## src/hw/rtl/cffsa_pkg.sv

```systemverilog
// Shared types and constants of the circular first-free slot allocator.
package cffsa_pkg;

    localparam int SLOT_W           = 10;   // slot index field
    localparam int CNT_W            = 11;   // slot count register
    localparam int BIT_W            = 5;    // bit index within a flag word
    localparam int WORD_BITS        = 32;   // flags per memory word
    localparam int SLOT_FIELD_LIMIT = 1024; // slots reachable by a 10-bit index

    typedef enum logic [1:0] {
        ST_OK    = 2'd0,
        ST_FULL  = 2'd1,
        ST_RANGE = 2'd2
    } status_t;

    typedef enum logic {
        ACT_ALLOC   = 1'b0,
        ACT_RELEASE = 1'b1
    } action_t;

    // controller -> datapath
    typedef struct packed {
        logic    load;        // capture request
        logic    rd;          // read selected flag word
        logic    commit;      // write back updated word, refresh summary
        logic    mark;        // current word searched without a hit
        logic    to_lo;       // start wrapped part of the search
        logic    emit;        // latch result
        status_t emit_status;
        logic    out_load;    // move result into output register
    } dp_cmd_t;

    // datapath -> controller
    typedef struct packed {
        logic range_err;
        logic is_release;
        logic cand_any;
        logic phase_lo;
        logic hit;
    } dp_stat_t;

endpackage

```

## src/hw/rtl/cffsa_datapath.sv

```systemverilog
// Datapath: flag word memory, full-word summary, search masks and result registers.
module cffsa_datapath #(
    parameter int SLOTS = 1024
) (
    input  logic                          clk,
    input  logic                          rst_n,
    input  cffsa_pkg::dp_cmd_t            cmd,
    output cffsa_pkg::dp_stat_t           stat,
    input  logic                          action,
    input  logic [cffsa_pkg::SLOT_W-1:0]  position,
    input  logic [cffsa_pkg::CNT_W-1:0]   num_slots,
    output logic [cffsa_pkg::SLOT_W-1:0]  slot,
    output logic [1:0]                    status
);

    localparam int ACT       = (SLOTS < cffsa_pkg::SLOT_FIELD_LIMIT) ? SLOTS
                                                                     : cffsa_pkg::SLOT_FIELD_LIMIT;
    localparam int WORDS_RAW = (ACT + cffsa_pkg::WORD_BITS - 1) / cffsa_pkg::WORD_BITS;
    localparam int WORDS     = (WORDS_RAW < 2) ? 2 : WORDS_RAW;
    localparam int WIDX      = $clog2(WORDS);

    localparam int WB  = cffsa_pkg::WORD_BITS;
    localparam int BW  = cffsa_pkg::BIT_W;
    localparam int CW  = cffsa_pkg::CNT_W;
    localparam int SW  = cffsa_pkg::SLOT_W;

    // request
    cffsa_pkg::action_t  action_reg;
    logic [SW-1:0]       pos_reg;

    // search control
    logic                phase_lo_reg;
    logic [WORDS-1:0]    checked_reg;
    logic [WORDS-1:0]    full_reg;
    logic [WORDS-1:0]    wvalid_reg;
    logic                rvalid_reg;

    // flag storage
    logic [WB-1:0]       mem [WORDS];
    logic [WB-1:0]       rdata_reg;
    logic [WIDX-1:0]     cur_reg;

    // results
    logic [SW-1:0]       res_slot_reg;
    cffsa_pkg::status_t  res_status_reg;
    logic [SW-1:0]       out_slot_reg;
    cffsa_pkg::status_t  out_status_reg;

    logic [CW-1:0]       n;
    logic [CW-1:0]       nm1;
    logic [BW-1:0]       w0_full;
    logic [BW-1:0]       wl_full;
    logic [WIDX-1:0]     w0;
    logic [WIDX-1:0]     wl;
    logic [BW-1:0]       lo;
    logic [BW-1:0]       lastbit;
    logic                is_release;
    logic [WORDS-1:0]    cand_vec;
    logic [WIDX-1:0]     cand_idx;
    logic [WIDX-1:0]     sel_word;
    logic [WB-1:0]       word;
    logic [WB-1:0]       free_vec;
    logic [BW-1:0]       hit_bit;
    logic                hit;
    logic [WB-1:0]       new_word;

    // effective count and window bounds
    assign n       = (num_slots > CW'(ACT)) ? CW'(ACT) : num_slots;
    assign nm1     = n - CW'(1);
    assign w0_full = pos_reg[SW-1:BW];
    assign wl_full = nm1[SW-1:BW];
    assign w0      = w0_full[WIDX-1:0];
    assign wl      = wl_full[WIDX-1:0];
    assign lo      = pos_reg[BW-1:0];
    assign lastbit = nm1[BW-1:0];

    assign is_release = (action_reg == cffsa_pkg::ACT_RELEASE);

    // candidate words: not full, not yet searched, inside the current window
    always_comb
    begin
        for (int j = 0; j < WORDS; j++)
        begin
            cand_vec[j] = !full_reg[j] && !checked_reg[j] &&
                          (phase_lo_reg ? (WIDX'(j) <= w0)
                                        : ((WIDX'(j) >= w0) && (WIDX'(j) <= wl)));
        end
    end

    always_comb
    begin
        cand_idx = '0;
        for (int j = WORDS - 1; j >= 0; j--)
        begin
            if (cand_vec[j])
            begin
                cand_idx = WIDX'(j);
            end
        end
    end

    assign sel_word = is_release ? w0 : cand_idx;

    // masked free bits of the word just read
    assign word = rvalid_reg ? rdata_reg : '0;

    always_comb
    begin
        for (int i = 0; i < WB; i++)
        begin
            free_vec[i] = !word[i] &&
                          ((cur_reg != w0) ||
                           (phase_lo_reg ? (BW'(i) < lo) : (BW'(i) >= lo))) &&
                          ((cur_reg != wl) || (BW'(i) <= lastbit));
        end
    end

    always_comb
    begin
        hit_bit = '0;
        for (int i = WB - 1; i >= 0; i--)
        begin
            if (free_vec[i])
            begin
                hit_bit = BW'(i);
            end
        end
    end

    assign hit      = |free_vec;
    assign new_word = is_release ? (word & ~(WB'(1) << lo)) : (word | (WB'(1) << hit_bit));

    assign stat.range_err  = ({1'b0, pos_reg} >= n);
    assign stat.is_release = is_release;
    assign stat.cand_any   = |cand_vec;
    assign stat.phase_lo   = phase_lo_reg;
    assign stat.hit        = hit;

    // control state
    always_ff @(posedge clk or negedge rst_n)
    begin
        if (!rst_n)
        begin
            phase_lo_reg <= 1'b0;
            checked_reg  <= '0;
            full_reg     <= '0;
            wvalid_reg   <= '0;
            rvalid_reg   <= 1'b0;
        end
        else
        begin
            if (cmd.load)
            begin
                phase_lo_reg <= 1'b0;
                checked_reg  <= '0;
            end
            if (cmd.to_lo)
            begin
                phase_lo_reg <= 1'b1;
                checked_reg  <= '0;
            end
            if (cmd.mark)
            begin
                checked_reg[cur_reg] <= 1'b1;
            end
            if (cmd.rd)
            begin
                rvalid_reg <= wvalid_reg[sel_word];
            end
            if (cmd.commit)
            begin
                wvalid_reg[cur_reg] <= 1'b1;
                full_reg[cur_reg]   <= &new_word;
            end
        end
    end

    // payload, memory and results
    always_ff @(posedge clk)
    begin
        if (cmd.load)
        begin
            action_reg <= cffsa_pkg::action_t'(action);
            pos_reg    <= position;
        end
        if (cmd.rd)
        begin
            rdata_reg <= mem[sel_word];
            cur_reg   <= sel_word;
        end
        if (cmd.commit)
        begin
            mem[cur_reg] <= new_word;
        end
        if (cmd.emit)
        begin
            res_status_reg <= cmd.emit_status;
            if (cmd.emit_status == cffsa_pkg::ST_OK && !is_release)
            begin
                res_slot_reg <= {BW'(cur_reg), hit_bit};
            end
            else
            begin
                res_slot_reg <= pos_reg;
            end
        end
        if (cmd.out_load)
        begin
            out_slot_reg   <= res_slot_reg;
            out_status_reg <= res_status_reg;
        end
    end

    assign slot   = out_slot_reg;
    assign status = out_status_reg;

    a_alloc_commit_hit: assert property (@(posedge clk) disable iff (!rst_n)
        (cmd.commit && !is_release) |-> hit)
        else $error("allocation committed without a free in-window slot");

    a_read_in_window: assert property (@(posedge clk) disable iff (!rst_n)
        cmd.rd |=> (cur_reg <= wl))
        else $error("word read beyond the last slot in use");

    a_grant_in_range: assert property (@(posedge clk) disable iff (!rst_n)
        (cmd.out_load && res_status_reg == cffsa_pkg::ST_OK && !is_release)
            |-> ({1'b0, res_slot_reg} < n))
        else $error("granted slot outside the slots in use");

endmodule

```

## src/hw/rtl/cffsa_ctrl.sv

```systemverilog
// Controller: request sequencing, search phases and output register handshake.
module cffsa_ctrl (
    input  logic                clk,
    input  logic                rst_n,
    input  logic                in_valid,
    output logic                in_ready,
    output logic                out_valid,
    input  logic                out_ready,
    input  cffsa_pkg::dp_stat_t stat,
    output cffsa_pkg::dp_cmd_t  cmd
);

    typedef enum logic [3:0] {
        S_IDLE = 4'b0001,
        S_SEL  = 4'b0010,
        S_CHK  = 4'b0100,
        S_OUT  = 4'b1000
    } state_t;

    state_t state_reg;
    state_t state_next;
    logic   out_valid_reg;
    logic   out_valid_next;

    always_comb
    begin
        cmd             = '0;
        cmd.emit_status = cffsa_pkg::ST_OK;
        state_next      = state_reg;
        in_ready        = 1'b0;
        case (state_reg)
            S_IDLE:
            begin
                in_ready = 1'b1;
                if (in_valid)
                begin
                    cmd.load   = 1'b1;
                    state_next = S_SEL;
                end
            end
            S_SEL:
            begin
                if (stat.range_err)
                begin
                    cmd.emit        = 1'b1;
                    cmd.emit_status = cffsa_pkg::ST_RANGE;
                    state_next      = S_OUT;
                end
                else if (stat.is_release || stat.cand_any)
                begin
                    cmd.rd     = 1'b1;
                    state_next = S_CHK;
                end
                else if (!stat.phase_lo)
                begin
                    cmd.to_lo = 1'b1;
                end
                else
                begin
                    cmd.emit        = 1'b1;
                    cmd.emit_status = cffsa_pkg::ST_FULL;
                    state_next      = S_OUT;
                end
            end
            S_CHK:
            begin
                if (stat.is_release || stat.hit)
                begin
                    cmd.commit = 1'b1;
                    cmd.emit   = 1'b1;
                    state_next = S_OUT;
                end
                else
                begin
                    cmd.mark   = 1'b1;
                    state_next = S_SEL;
                end
            end
            S_OUT:
            begin
                if (!out_valid_reg || out_ready)
                begin
                    cmd.out_load = 1'b1;
                    state_next   = S_IDLE;
                end
            end
            default:
            begin
                state_next = S_IDLE;
            end
        endcase
    end

    assign out_valid_next = cmd.out_load ? 1'b1 : (out_ready ? 1'b0 : out_valid_reg);

    always_ff @(posedge clk or negedge rst_n)
    begin
        if (!rst_n)
        begin
            state_reg     <= S_IDLE;
            out_valid_reg <= 1'b0;
        end
        else
        begin
            state_reg     <= state_next;
            out_valid_reg <= out_valid_next;
        end
    end

    assign out_valid = out_valid_reg;

    a_full_only_wrapped: assert property (@(posedge clk) disable iff (!rst_n)
        (cmd.emit && cmd.emit_status == cffsa_pkg::ST_FULL) |-> stat.phase_lo)
        else $error("all-busy reported before the wrapped search");

    a_no_read_out_of_range: assert property (@(posedge clk) disable iff (!rst_n)
        cmd.rd |-> !stat.range_err)
        else $error("flag read for an out-of-range position");

endmodule

```

## src/hw/rtl/circular_first_free_slot_allocator.sv

```systemverilog
// Top level of the circular first-free slot allocator: slot count register and unit wiring.
//
//  channel  direction  handshake              payload
//  in       sink       in_valid / in_ready    action, position
//  out      source     out_valid / out_ready  slot, status
//  cfg      sink       cfg_valid / cfg_ready  num_slots
//
// After acceptance, an out-of-range position goes straight to the output stage; otherwise
// each flag word visited (at most three words) is read and then checked, the search wraps
// when the upper part holds no free slot, and all busy is reported when the wrapped part
// holds none either; the result then moves into the output register.
// The controller then returns to idle, where it accepts the next transaction.
// Reset clears every busy flag at once through per-word valid bits; num_slots resets to 1024.
// A result waiting on out_ready does not block acceptance of the next transaction; the
// next result then holds until the output register empties.
// cfg_ready is always high; the slot count may be written only while the block is idle.
module circular_first_free_slot_allocator #(
    parameter int SLOTS = 1024
) (
    input  logic                          clk,
    input  logic                          rst_n,
    // request channel
    input  logic                          in_valid,
    output logic                          in_ready,
    input  logic                          action,
    input  logic [cffsa_pkg::SLOT_W-1:0]  position,
    // result channel
    output logic                          out_valid,
    input  logic                          out_ready,
    output logic [cffsa_pkg::SLOT_W-1:0]  slot,
    output logic [1:0]                    status,
    // configuration channel
    input  logic                          cfg_valid,
    output logic                          cfg_ready,
    input  logic [cffsa_pkg::CNT_W-1:0]   num_slots
);

    logic [cffsa_pkg::CNT_W-1:0] num_slots_reg;
    logic [cffsa_pkg::CNT_W-1:0] num_slots_next;
    cffsa_pkg::dp_cmd_t          cmd;
    cffsa_pkg::dp_stat_t         stat;

    // slot count register, writable on any cycle the cfg transaction completes
    assign cfg_ready      = 1'b1;
    assign num_slots_next = (cfg_valid && cfg_ready) ? num_slots : num_slots_reg;

    always_ff @(posedge clk or negedge rst_n)
    begin
        if (!rst_n)
        begin
            num_slots_reg <= cffsa_pkg::CNT_W'(cffsa_pkg::SLOT_FIELD_LIMIT);
        end
        else
        begin
            num_slots_reg <= num_slots_next;
        end
    end

    // sequencer
    cffsa_ctrl u_ctrl (
        .clk       (clk),
        .rst_n     (rst_n),
        .in_valid  (in_valid),
        .in_ready  (in_ready),
        .out_valid (out_valid),
        .out_ready (out_ready),
        .stat      (stat),
        .cmd       (cmd)
    );

    // flag storage and search
    cffsa_datapath #(
        .SLOTS (SLOTS)
    ) u_datapath (
        .clk       (clk),
        .rst_n     (rst_n),
        .cmd       (cmd),
        .stat      (stat),
        .action    (action),
        .position  (position),
        .num_slots (num_slots_reg),
        .slot      (slot),
        .status    (status)
    );

endmodule

```

## config.mk

```make
export PLATFORM = sky130hd
export DESIGN_NAME = circular_first_free_slot_allocator
export DESIGN_NICKNAME = d
export VERILOG_FILES = /design/src/hw/rtl/cffsa_pkg.sv /design/src/hw/rtl/cffsa_datapath.sv /design/src/hw/rtl/cffsa_ctrl.sv /design/src/hw/rtl/circular_first_free_slot_allocator.sv
export SDC_FILE = /design/constraint.sdc
export NUM_CORES = 2
export LEC_CHECK = 0
export BUFFER_PORTS_ARGS = -buffer_cell sky130_fd_sc_hd__buf_2
export CORE_ASPECT_RATIO = 0.7
export CORE_MARGIN = 4
export CORE_UTILIZATION = 47
export DETAILED_ROUTE_END_ITERATION = 8
export HOLD_SLACK_MARGIN = 0.05
export MAX_ROUTING_LAYER = met4
export PLACE_DENSITY = 0.58
export SYNTH_ARGS = -nofsm -noshare
export SYNTH_HDL_FRONTEND = slang
export SYNTH_SLANG_ARGS = --single-unit
export TNS_END_PERCENT = 20
```

## constraint.sdc

```tcl
create_clock -name clk -period 11.4 [get_ports clk]
set_input_delay 1.14 -clock clk [delete_from_list [all_inputs] [get_ports clk]]
set_output_delay 1.14 -clock clk [all_outputs]
set_load 0.02 [all_outputs]
```

Yosys cells after proc, flatten, opt, wreduce, memory -nomap -nowiden
Memory sizes are Yosys's and may differ from the RTL's. A register that Yosys moved wholly into a read port is not among the register bits.
Cells that the tools add are included.
{ "word_totals": {"output_inout_bits": 15, "word_cells": 737, "mem_count": 1, "mem_bits_rw": 1024, "register_bits": 154} }
{ "classes": {"add_sub_neg": 1, "n_eq_ne": 9, "n_lt_le_gt_ge": 197, "muxes": 173, "n_bitwise": 5, "n_reduce_logical": 334, "shifts": 2} }
{ "mem_list": {"columns": ["memory", "words", "word_bits", "read_ports", "rd_clocked_by_memory_dff", "wr", "line", "rtl"], "rows": [
  ["u_datapath.mem", 32, 32, 1, 1, 1, "cffsa_datapath.sv:39", "logic [WB-1:0] mem [WORDS];"]
]} }
{ "ops": {"columns": ["cell", "count"], "rows": [
  ["two-way mux 5 bit", 65],
  ["<= comparator 5 bit, first input constant", 48],
  ["logical AND 1 bit", 162],
  [">= comparator 5 bit, first input constant", 32],
  ["two-way mux 32 bit", 5],
  ["<= comparator 4 x 5 -> 1 bit, first input constant", 24],
  ["zero test 1 bit", 98],
  ["OR 32 bit", 3],
  ["two-way mux 1 bit", 85],
  [">= comparator 4 x 5 -> 1 bit, first input constant", 16],
  ["less-than comparator 5 bit, first input constant", 16],
  ["logical OR 1 bit", 67],
  ["OR reduction 32 bit", 2],
  ["left shift 1 x 5 -> 32 bit, first input constant", 2],
  ["<= comparator 3 x 5 -> 1 bit, first input constant", 12],
  [">= comparator 3 x 5 -> 1 bit, first input constant", 8],
  ["less-than comparator 4 x 5 -> 1 bit, first input constant", 8],
  ["bitwise AND 32 bit", 1],
  ["bitwise mux 32 bit", 1],
  ["NOT 32 bit", 1],
  ["AND reduction 32 bit", 1],
  ["<= comparator 1 x 5 -> 1 bit, first input constant", 6],
  ["<= comparator 2 x 5 -> 1 bit, first input constant", 6],
  ["two-way mux 4 bit", 7],
  ["other kinds (29)", 45]
]} }

Longest topological paths before layout
{ "depth": {"word_depth": 43, "ltp_mapped": 26, "mapped_depth_nobuf": 17} }

Cells and area by module
Synthesis repeated with hierarchy kept, for this count alone.
{ "hier_totals": {"cells_unflattened": 4623, "hier_area_um2": 58899.0} }
{ "modules_own_cells": {"columns": ["mod", "cells_per_inst", "area_each_um2", "n_inst"], "rows": [
  ["cffsa_datapath", 4555, 58078.2, 1],
  ["circular_first_free_slot_allocator", 25, 460.4, 1],
  ["cffsa_ctrl", 43, 360.3, 1]
]} }

Worst setup path before layout
No wires, ideal clock.
{ "synth_timing": {"path_type": "register to register", "start": "register num_slots_reg[10] in the netlist's numbering", "end": "register u_datapath.rvalid_reg", "setup_ps": 85, "arrival_ps": 7805, "setup_slack_ps": 3510, "period_less_slack_ps": 7890, "t_required_ps": 11315, "stages_incl_launch_ff": 19, "path_cell_list": "dfstp_2 -> buf_2 -> clkbuf_1 -> clkbuf_1 -> clkbuf_1 -> nand2b_1 -> ha_1 -> buf_2 -> clkbuf_1 -> o21ai_0 -> o2111a_1 -> nor4_1 -> o21ai_0 -> a2111oi_1 -> or3_1 -> nor4_1 -> nor3b_1 -> or4b_1 -> nand3_1"} }
{ "synth_lines": {"columns": ["item", "line", "rtl"], "rows": [
  ["start, declared", "circular_first_free_slot_allocator.sv:38", "logic [cffsa_pkg::CNT_W-1:0] num_slots_reg;"],
  ["start signal, assigned", "circular_first_free_slot_allocator.sv:51", "num_slots_reg <= cffsa_pkg::CNT_W'(cffsa_pkg::SLOT_FIELD_LIMIT);"],
  ["start signal, assigned", "circular_first_free_slot_allocator.sv:55", "num_slots_reg <= num_slots_next;"],
  ["end signal, assigned", "cffsa_datapath.sv:168", "rvalid_reg <= wvalid_reg[sel_word];"],
  ["end, declared", "cffsa_datapath.sv:36", "logic rvalid_reg;"]
]} }

Worst setup path in the final report
{ "layout_timing": {"start": "register num_slots_reg[10] in the netlist's numbering", "end": "register u_datapath.rdata_reg[30], read port of u_datapath.mem, data pin"} }
{ "layout_between": {"elab_chain_len": 40, "elab_cells_between_ends": 170, "cone_classes": "add/sub: 1; order compare: 34; mux: 69; reduce/logical: 66"} }
{ "layout_lines": {"columns": ["item", "line", "rtl"], "rows": [
  ["greater-than comparator 11 bit", "cffsa_datapath.sv:68", "assign n = (num_slots > CW'(ACT)) ? CW'(ACT) : num_slots;"],
  ["two-way mux 11 bit *", "cffsa_datapath.sv:68", null],
  ["subtractor 10 x 1 -> 10 bit", "cffsa_datapath.sv:69", "assign nm1 = n - CW'(1);"],
  ["<= comparator 5 bit", "cffsa_datapath.sv:86", ": ((WIDX'(j) >= w0) && (WIDX'(j) <= wl)));"],
  ["logical AND 1 bit", "cffsa_datapath.sv:86", null],
  ["two-way mux 1 bit", "cffsa_datapath.sv:85", "(phase_lo_reg ? (WIDX'(j) <= w0)"],
  ["logical AND 1 bit", "cffsa_datapath.sv:84", "cand_vec[j] = !full_reg[j] && !checked_reg[j] &&"],
  ["two-way mux 5 bit (32 in a row)", "cffsa_datapath.sv:95", "if (cand_vec[j])"],
  ["two-way mux 5 bit", "cffsa_datapath.sv:102", "assign sel_word = is_release ? w0 : cand_idx;"],
  ["end, declared", "cffsa_datapath.sv:40", "logic [WB-1:0] rdata_reg;"]
]} }
Mark *: on every way between the ends. The rest lies on a longest branch, timed or not.
A chain may end at the register's enable or synchronous reset.

==> results.py <==
metrics = {
    "grt": {
        "grt.overflow.total": 0,
        "grt_pass1_vias": 35800,
        "antenna_found_initial": 1,
        "gr-usage-all-layers_pct": 31.0,
        "grt_first_pass_wirelength_um": 263000,
        "grt_max_degree": 142,
    },
    "critical_path": {
        "critPathTopFamily": "compound AO/OA/AOI/OAI gates",
        "worst-path-buf-inv": 3,
        "r2r_start": "num_slots_reg[10]",
        "cp-end-kind": "flop",
        "r2r_slack_ns": 2.68,
        "start_kind": "flop",
        "required_ns": 11.83,
        "crit_path_top_delay_cell": "dfstp_2",
        "path_cells": "nand2b_1 > ha_1 > o21ai_0 > o2111a_1 > nor4_1 > o21ai_0 > a2111oi_1 > a21oi_1 > nor2_1 > o21ai_0 > o31ai_4 > buf_4 > buf_4 > buf_4 > nand3_1 > a31oi_1 > a32oi_1",
        "crit_fanout": 86,
        "r2r_cells": 17,
        "timing.setup.critical_path_class": "flop to flop",
        "critPathMaxStageDelay_ns": 1.05,
        "worstPathArrival_ns": 9.15,
        "reg2reg_to": "u_datapath.rdata_reg[30]",
    },
    "clock_tree": {
        "postCtsResizedCells": 0,
        "clk_latency_ns": 0.75,
        "clockBufferDepth": 3,
        "postCtsHoldBufs": 0,
        "cts_sinks": 1210,
        "cts-root-buf": "clkbuf_16",
        "cts.clk_slew.worst_paths_ns": 0.07,
        "cts_tree": "built",
        "post_cts_buffers": 0,
        "cts_buffers": 111,
        "htree_num_levels": 3,
    },
    "detailed_routing": {
        "drc": 0,
        "dr.pass1.iters": 6,
        "wire_per_inst_um": 30.4,
        "wirelength_um": 182000,
        "initialDrtViolationCount": 5745,
        "dr_total_vias": 38400,
        "avgViaCountPerCell": 6.39,
        "antenna_left": 0,
    },
    "placement": {
        "gp_congestion": 1.00,
        "io_buffers": 40,
        "place_hpwl_um": 108000,
    },
    "floorplan": {
        "design.portCount": 42,
        "dieArea_sq_mm": 0.119,
        "dieWidth_um": 411,
        "die_y_um": 290,
        "coreArea_sq_mm": 0.113,
        "rows": 103,
        "initial_core_util_pct": 47.4,
    },
    "synthesis": {
        "synth-seq-cells": 1210,
        "avgSynthCellArea_sq_um": 12.1,
        "ys_seq_area_share_pct": 66.8,
        "synth.distinct_cells": 108,
        "synth.top_cells.by_area": "edfxtp_1 61%, nand2_1 7.3%, dfrtp_1 5.2%",
        "syn-num-nets": 4475,
        "async_reset_ff_share_pct": 9.42,
        "yosysTopAreaCell": "edfxtp_1",
        "synth_ff_type": "edfxtp_1",
        "netlist_area_sq_mm": 0.0535,
        "ys_warn_count": 0,
        "synth_cells": 4434,
        "synth_top_cell_area_share_pct": 61.5,
        "synth-edff-count": 1096,
    },
    "run": {
        "maxCapViolations": 0,
    },
    "sta": {
        "setup_viol": 0,
        "tightest_slew_ns": 1.27,
        "final_hold_viol_count": 0,
        "fin_crit_ns": 8.72,
        "fin_setup_tns_ns": 0,
        "max_freq_mhz": 115,
        "fin_skew_ns": 0.0620,
        "post-route-period-util_pct": 76.5,
        "rsz0062_at_grt": "no",
        "final_max_slew_viol_count": 0,
        "slew-limit-headroom_pct": 15.0,
    },
    "finish": {
        "fillerInstances": 9712,
        "utilization_pct": 52.6,
        "num-nets-final": 4439,
        "largest-register": "u_datapath.mem",
        "largest_register_ffs": 1024,
        "syn_to_final_growth_pct": 10.8,
        "drive_gt1_share_pct": 11.8,
    },
    "pwr": {
        "ir_worst_vdd_mv": 0.173,
        "seqPwrFrac_pct": 39.3,
        "sw_frac_of_total_pct": 37.3,
        "power_mw": 13.4,
        "powerDensity_mw_per_mm2": 225,
        "p_leak_nw": 20.3,
        "internal-power_mw": 8.38,
        "clkPwrFrac_pct": 27.4,
        "p_comb_share_pct": 33.3,
        "p_sw_mw": 4.99,
    },
    "worst_hold_path": {
        "holdCritPathClass": "flop to flop",
        "whs_path_depth": 0,
        "holdPathEnd": "u_datapath.slot[5]",
        "worstHoldStart": "u_datapath.res_slot_reg[5]",
    },
    "outcome": {
        "status": "finished clean",
    },
}
cell usage after synthesis, drive strengths merged (54+ instances only):
| master | count |
|---|---|
| o21ai | 137 |
| a21oi | 178 |
| buf | 65 |
| nor4 | 54 |
| nand2 | 1041 |
| clkbuf | 250 |
| nand4b | 67 |
| nor2 | 144 |
| a31oi | 124 |
| nand4 | 140 |
| edfxtp | 1096 |
| dfrtp | 112 |
| mux2i | 77 |
| nand3 | 169 |
per-layer routing:
layer | GRT usage, % | wire [um] | vias up
li1 | - | - | 16700
met3 | 7.44 | 19500 | 244
met1 | 47.8 | 84000 | 19400
met5 | - | 0 | -
met2 | 41.4 | 75300 | 2023
met4 | 6.51 | 3570 | 0
metrics by stage:
step	hold slack (ns)	setup slack [ns]	cells	area [sq um]
5_1_grt	0.438	2.21	6008	59300
2_1_floorplan	0.400	3.51	4434	53500
6_report	0.419	2.68	6010	59300
3_3_place_gp	0.402	3.13	5807	55800
3_5_place_dp	0.410	2.96	5807	55800
4_1_cts	0.420	2.93	6007	59300
power by group through the flow:
stage / clock network [mW] / logic [mW] / registers [mW]
floorplan: 0 / 2.91 / 5.29
global placement: 0 / 4.37 / 5.34
detailed placement: 0 / 4.37 / 5.34
CTS: 3.71 / 4.39 / 5.25
global route: 3.90 / 4.79 / 5.25
finish: 3.67 / 4.45 / 5.25
how the worst max path moves through the flow:
stage,cells past startpoint,slack (ns),startpoint,to
CTS,17,2.93,num_slots_reg[10],u_datapath.rdata_reg[30]
detailed placement,17,2.96,num_slots_reg[10],u_datapath.rdata_reg[30]
global placement,17,3.13,num_slots_reg[10],u_datapath.rdata_reg[30]
finish,17,2.68,num_slots_reg[10],u_datapath.rdata_reg[30]
floorplan,18,3.51,num_slots_reg[10],u_datapath.rvalid_reg
global route,18,2.21,num_slots_reg[10],u_datapath.rdata_reg[30]
cell type report:
type	instances	area [sq um]	area share [%]
Clock buffer	140	2900	4.88
Timing Repair Buffer	166	1170	1.98
Antenna cell	3	7.51	0.0127
Inverter	33	133	0.224
Multi-Input combinational cell	2876	16800	28.4
Clock inverter	60	621	1.05
Sequential cell	1210	35800	60.3
Tap cell	1522	1900	3.21
cell usage in the layout, fill, tap and decap left out, types with 31 or more instances in the layout:
cell and n:
a211oi_1 31, a21oi_1 177, a31oi_1 124, a32oi_1 43, buf_2 39, buf_4 125
clkbuf_16 111, dfrtp_1 111, edfxtp_1 1096, mux2i_1 77, nand2_1 1039, nand3_1 166
nand3b_1 45, nand4_1 139, nand4b_1 67, nor2_1 108, nor2_4 33, nor3_1 46
nor4_1 53, o21ai_0 95, o21ai_2 38, o221ai_1 39, or2_2 48
kinds of logic (layout without fill, tap and decap cells):
| logic type | count (synthesis) | in the layout | synth area share [%] |
|---|---|---|---|
| XOR/XNOR | 27 | 27 | 0.442 |
| adder cells (fa/ha/maj) | 15 | 15 | 0.346 |
| multiplexers | 98 | 98 | 1.97 |
| other | 1 | 4 | 0.00700 |
| buffers and inverters | 348 | 399 | 2.61 |
| AO/OA/AOI/OAI | 836 | 836 | 11.0 |
| AND/OR/NAND/NOR | 1899 | 1899 | 16.8 |
| flip-flops | 1210 | 1210 | 66.8 |
(Power assumes the default switching activity.)
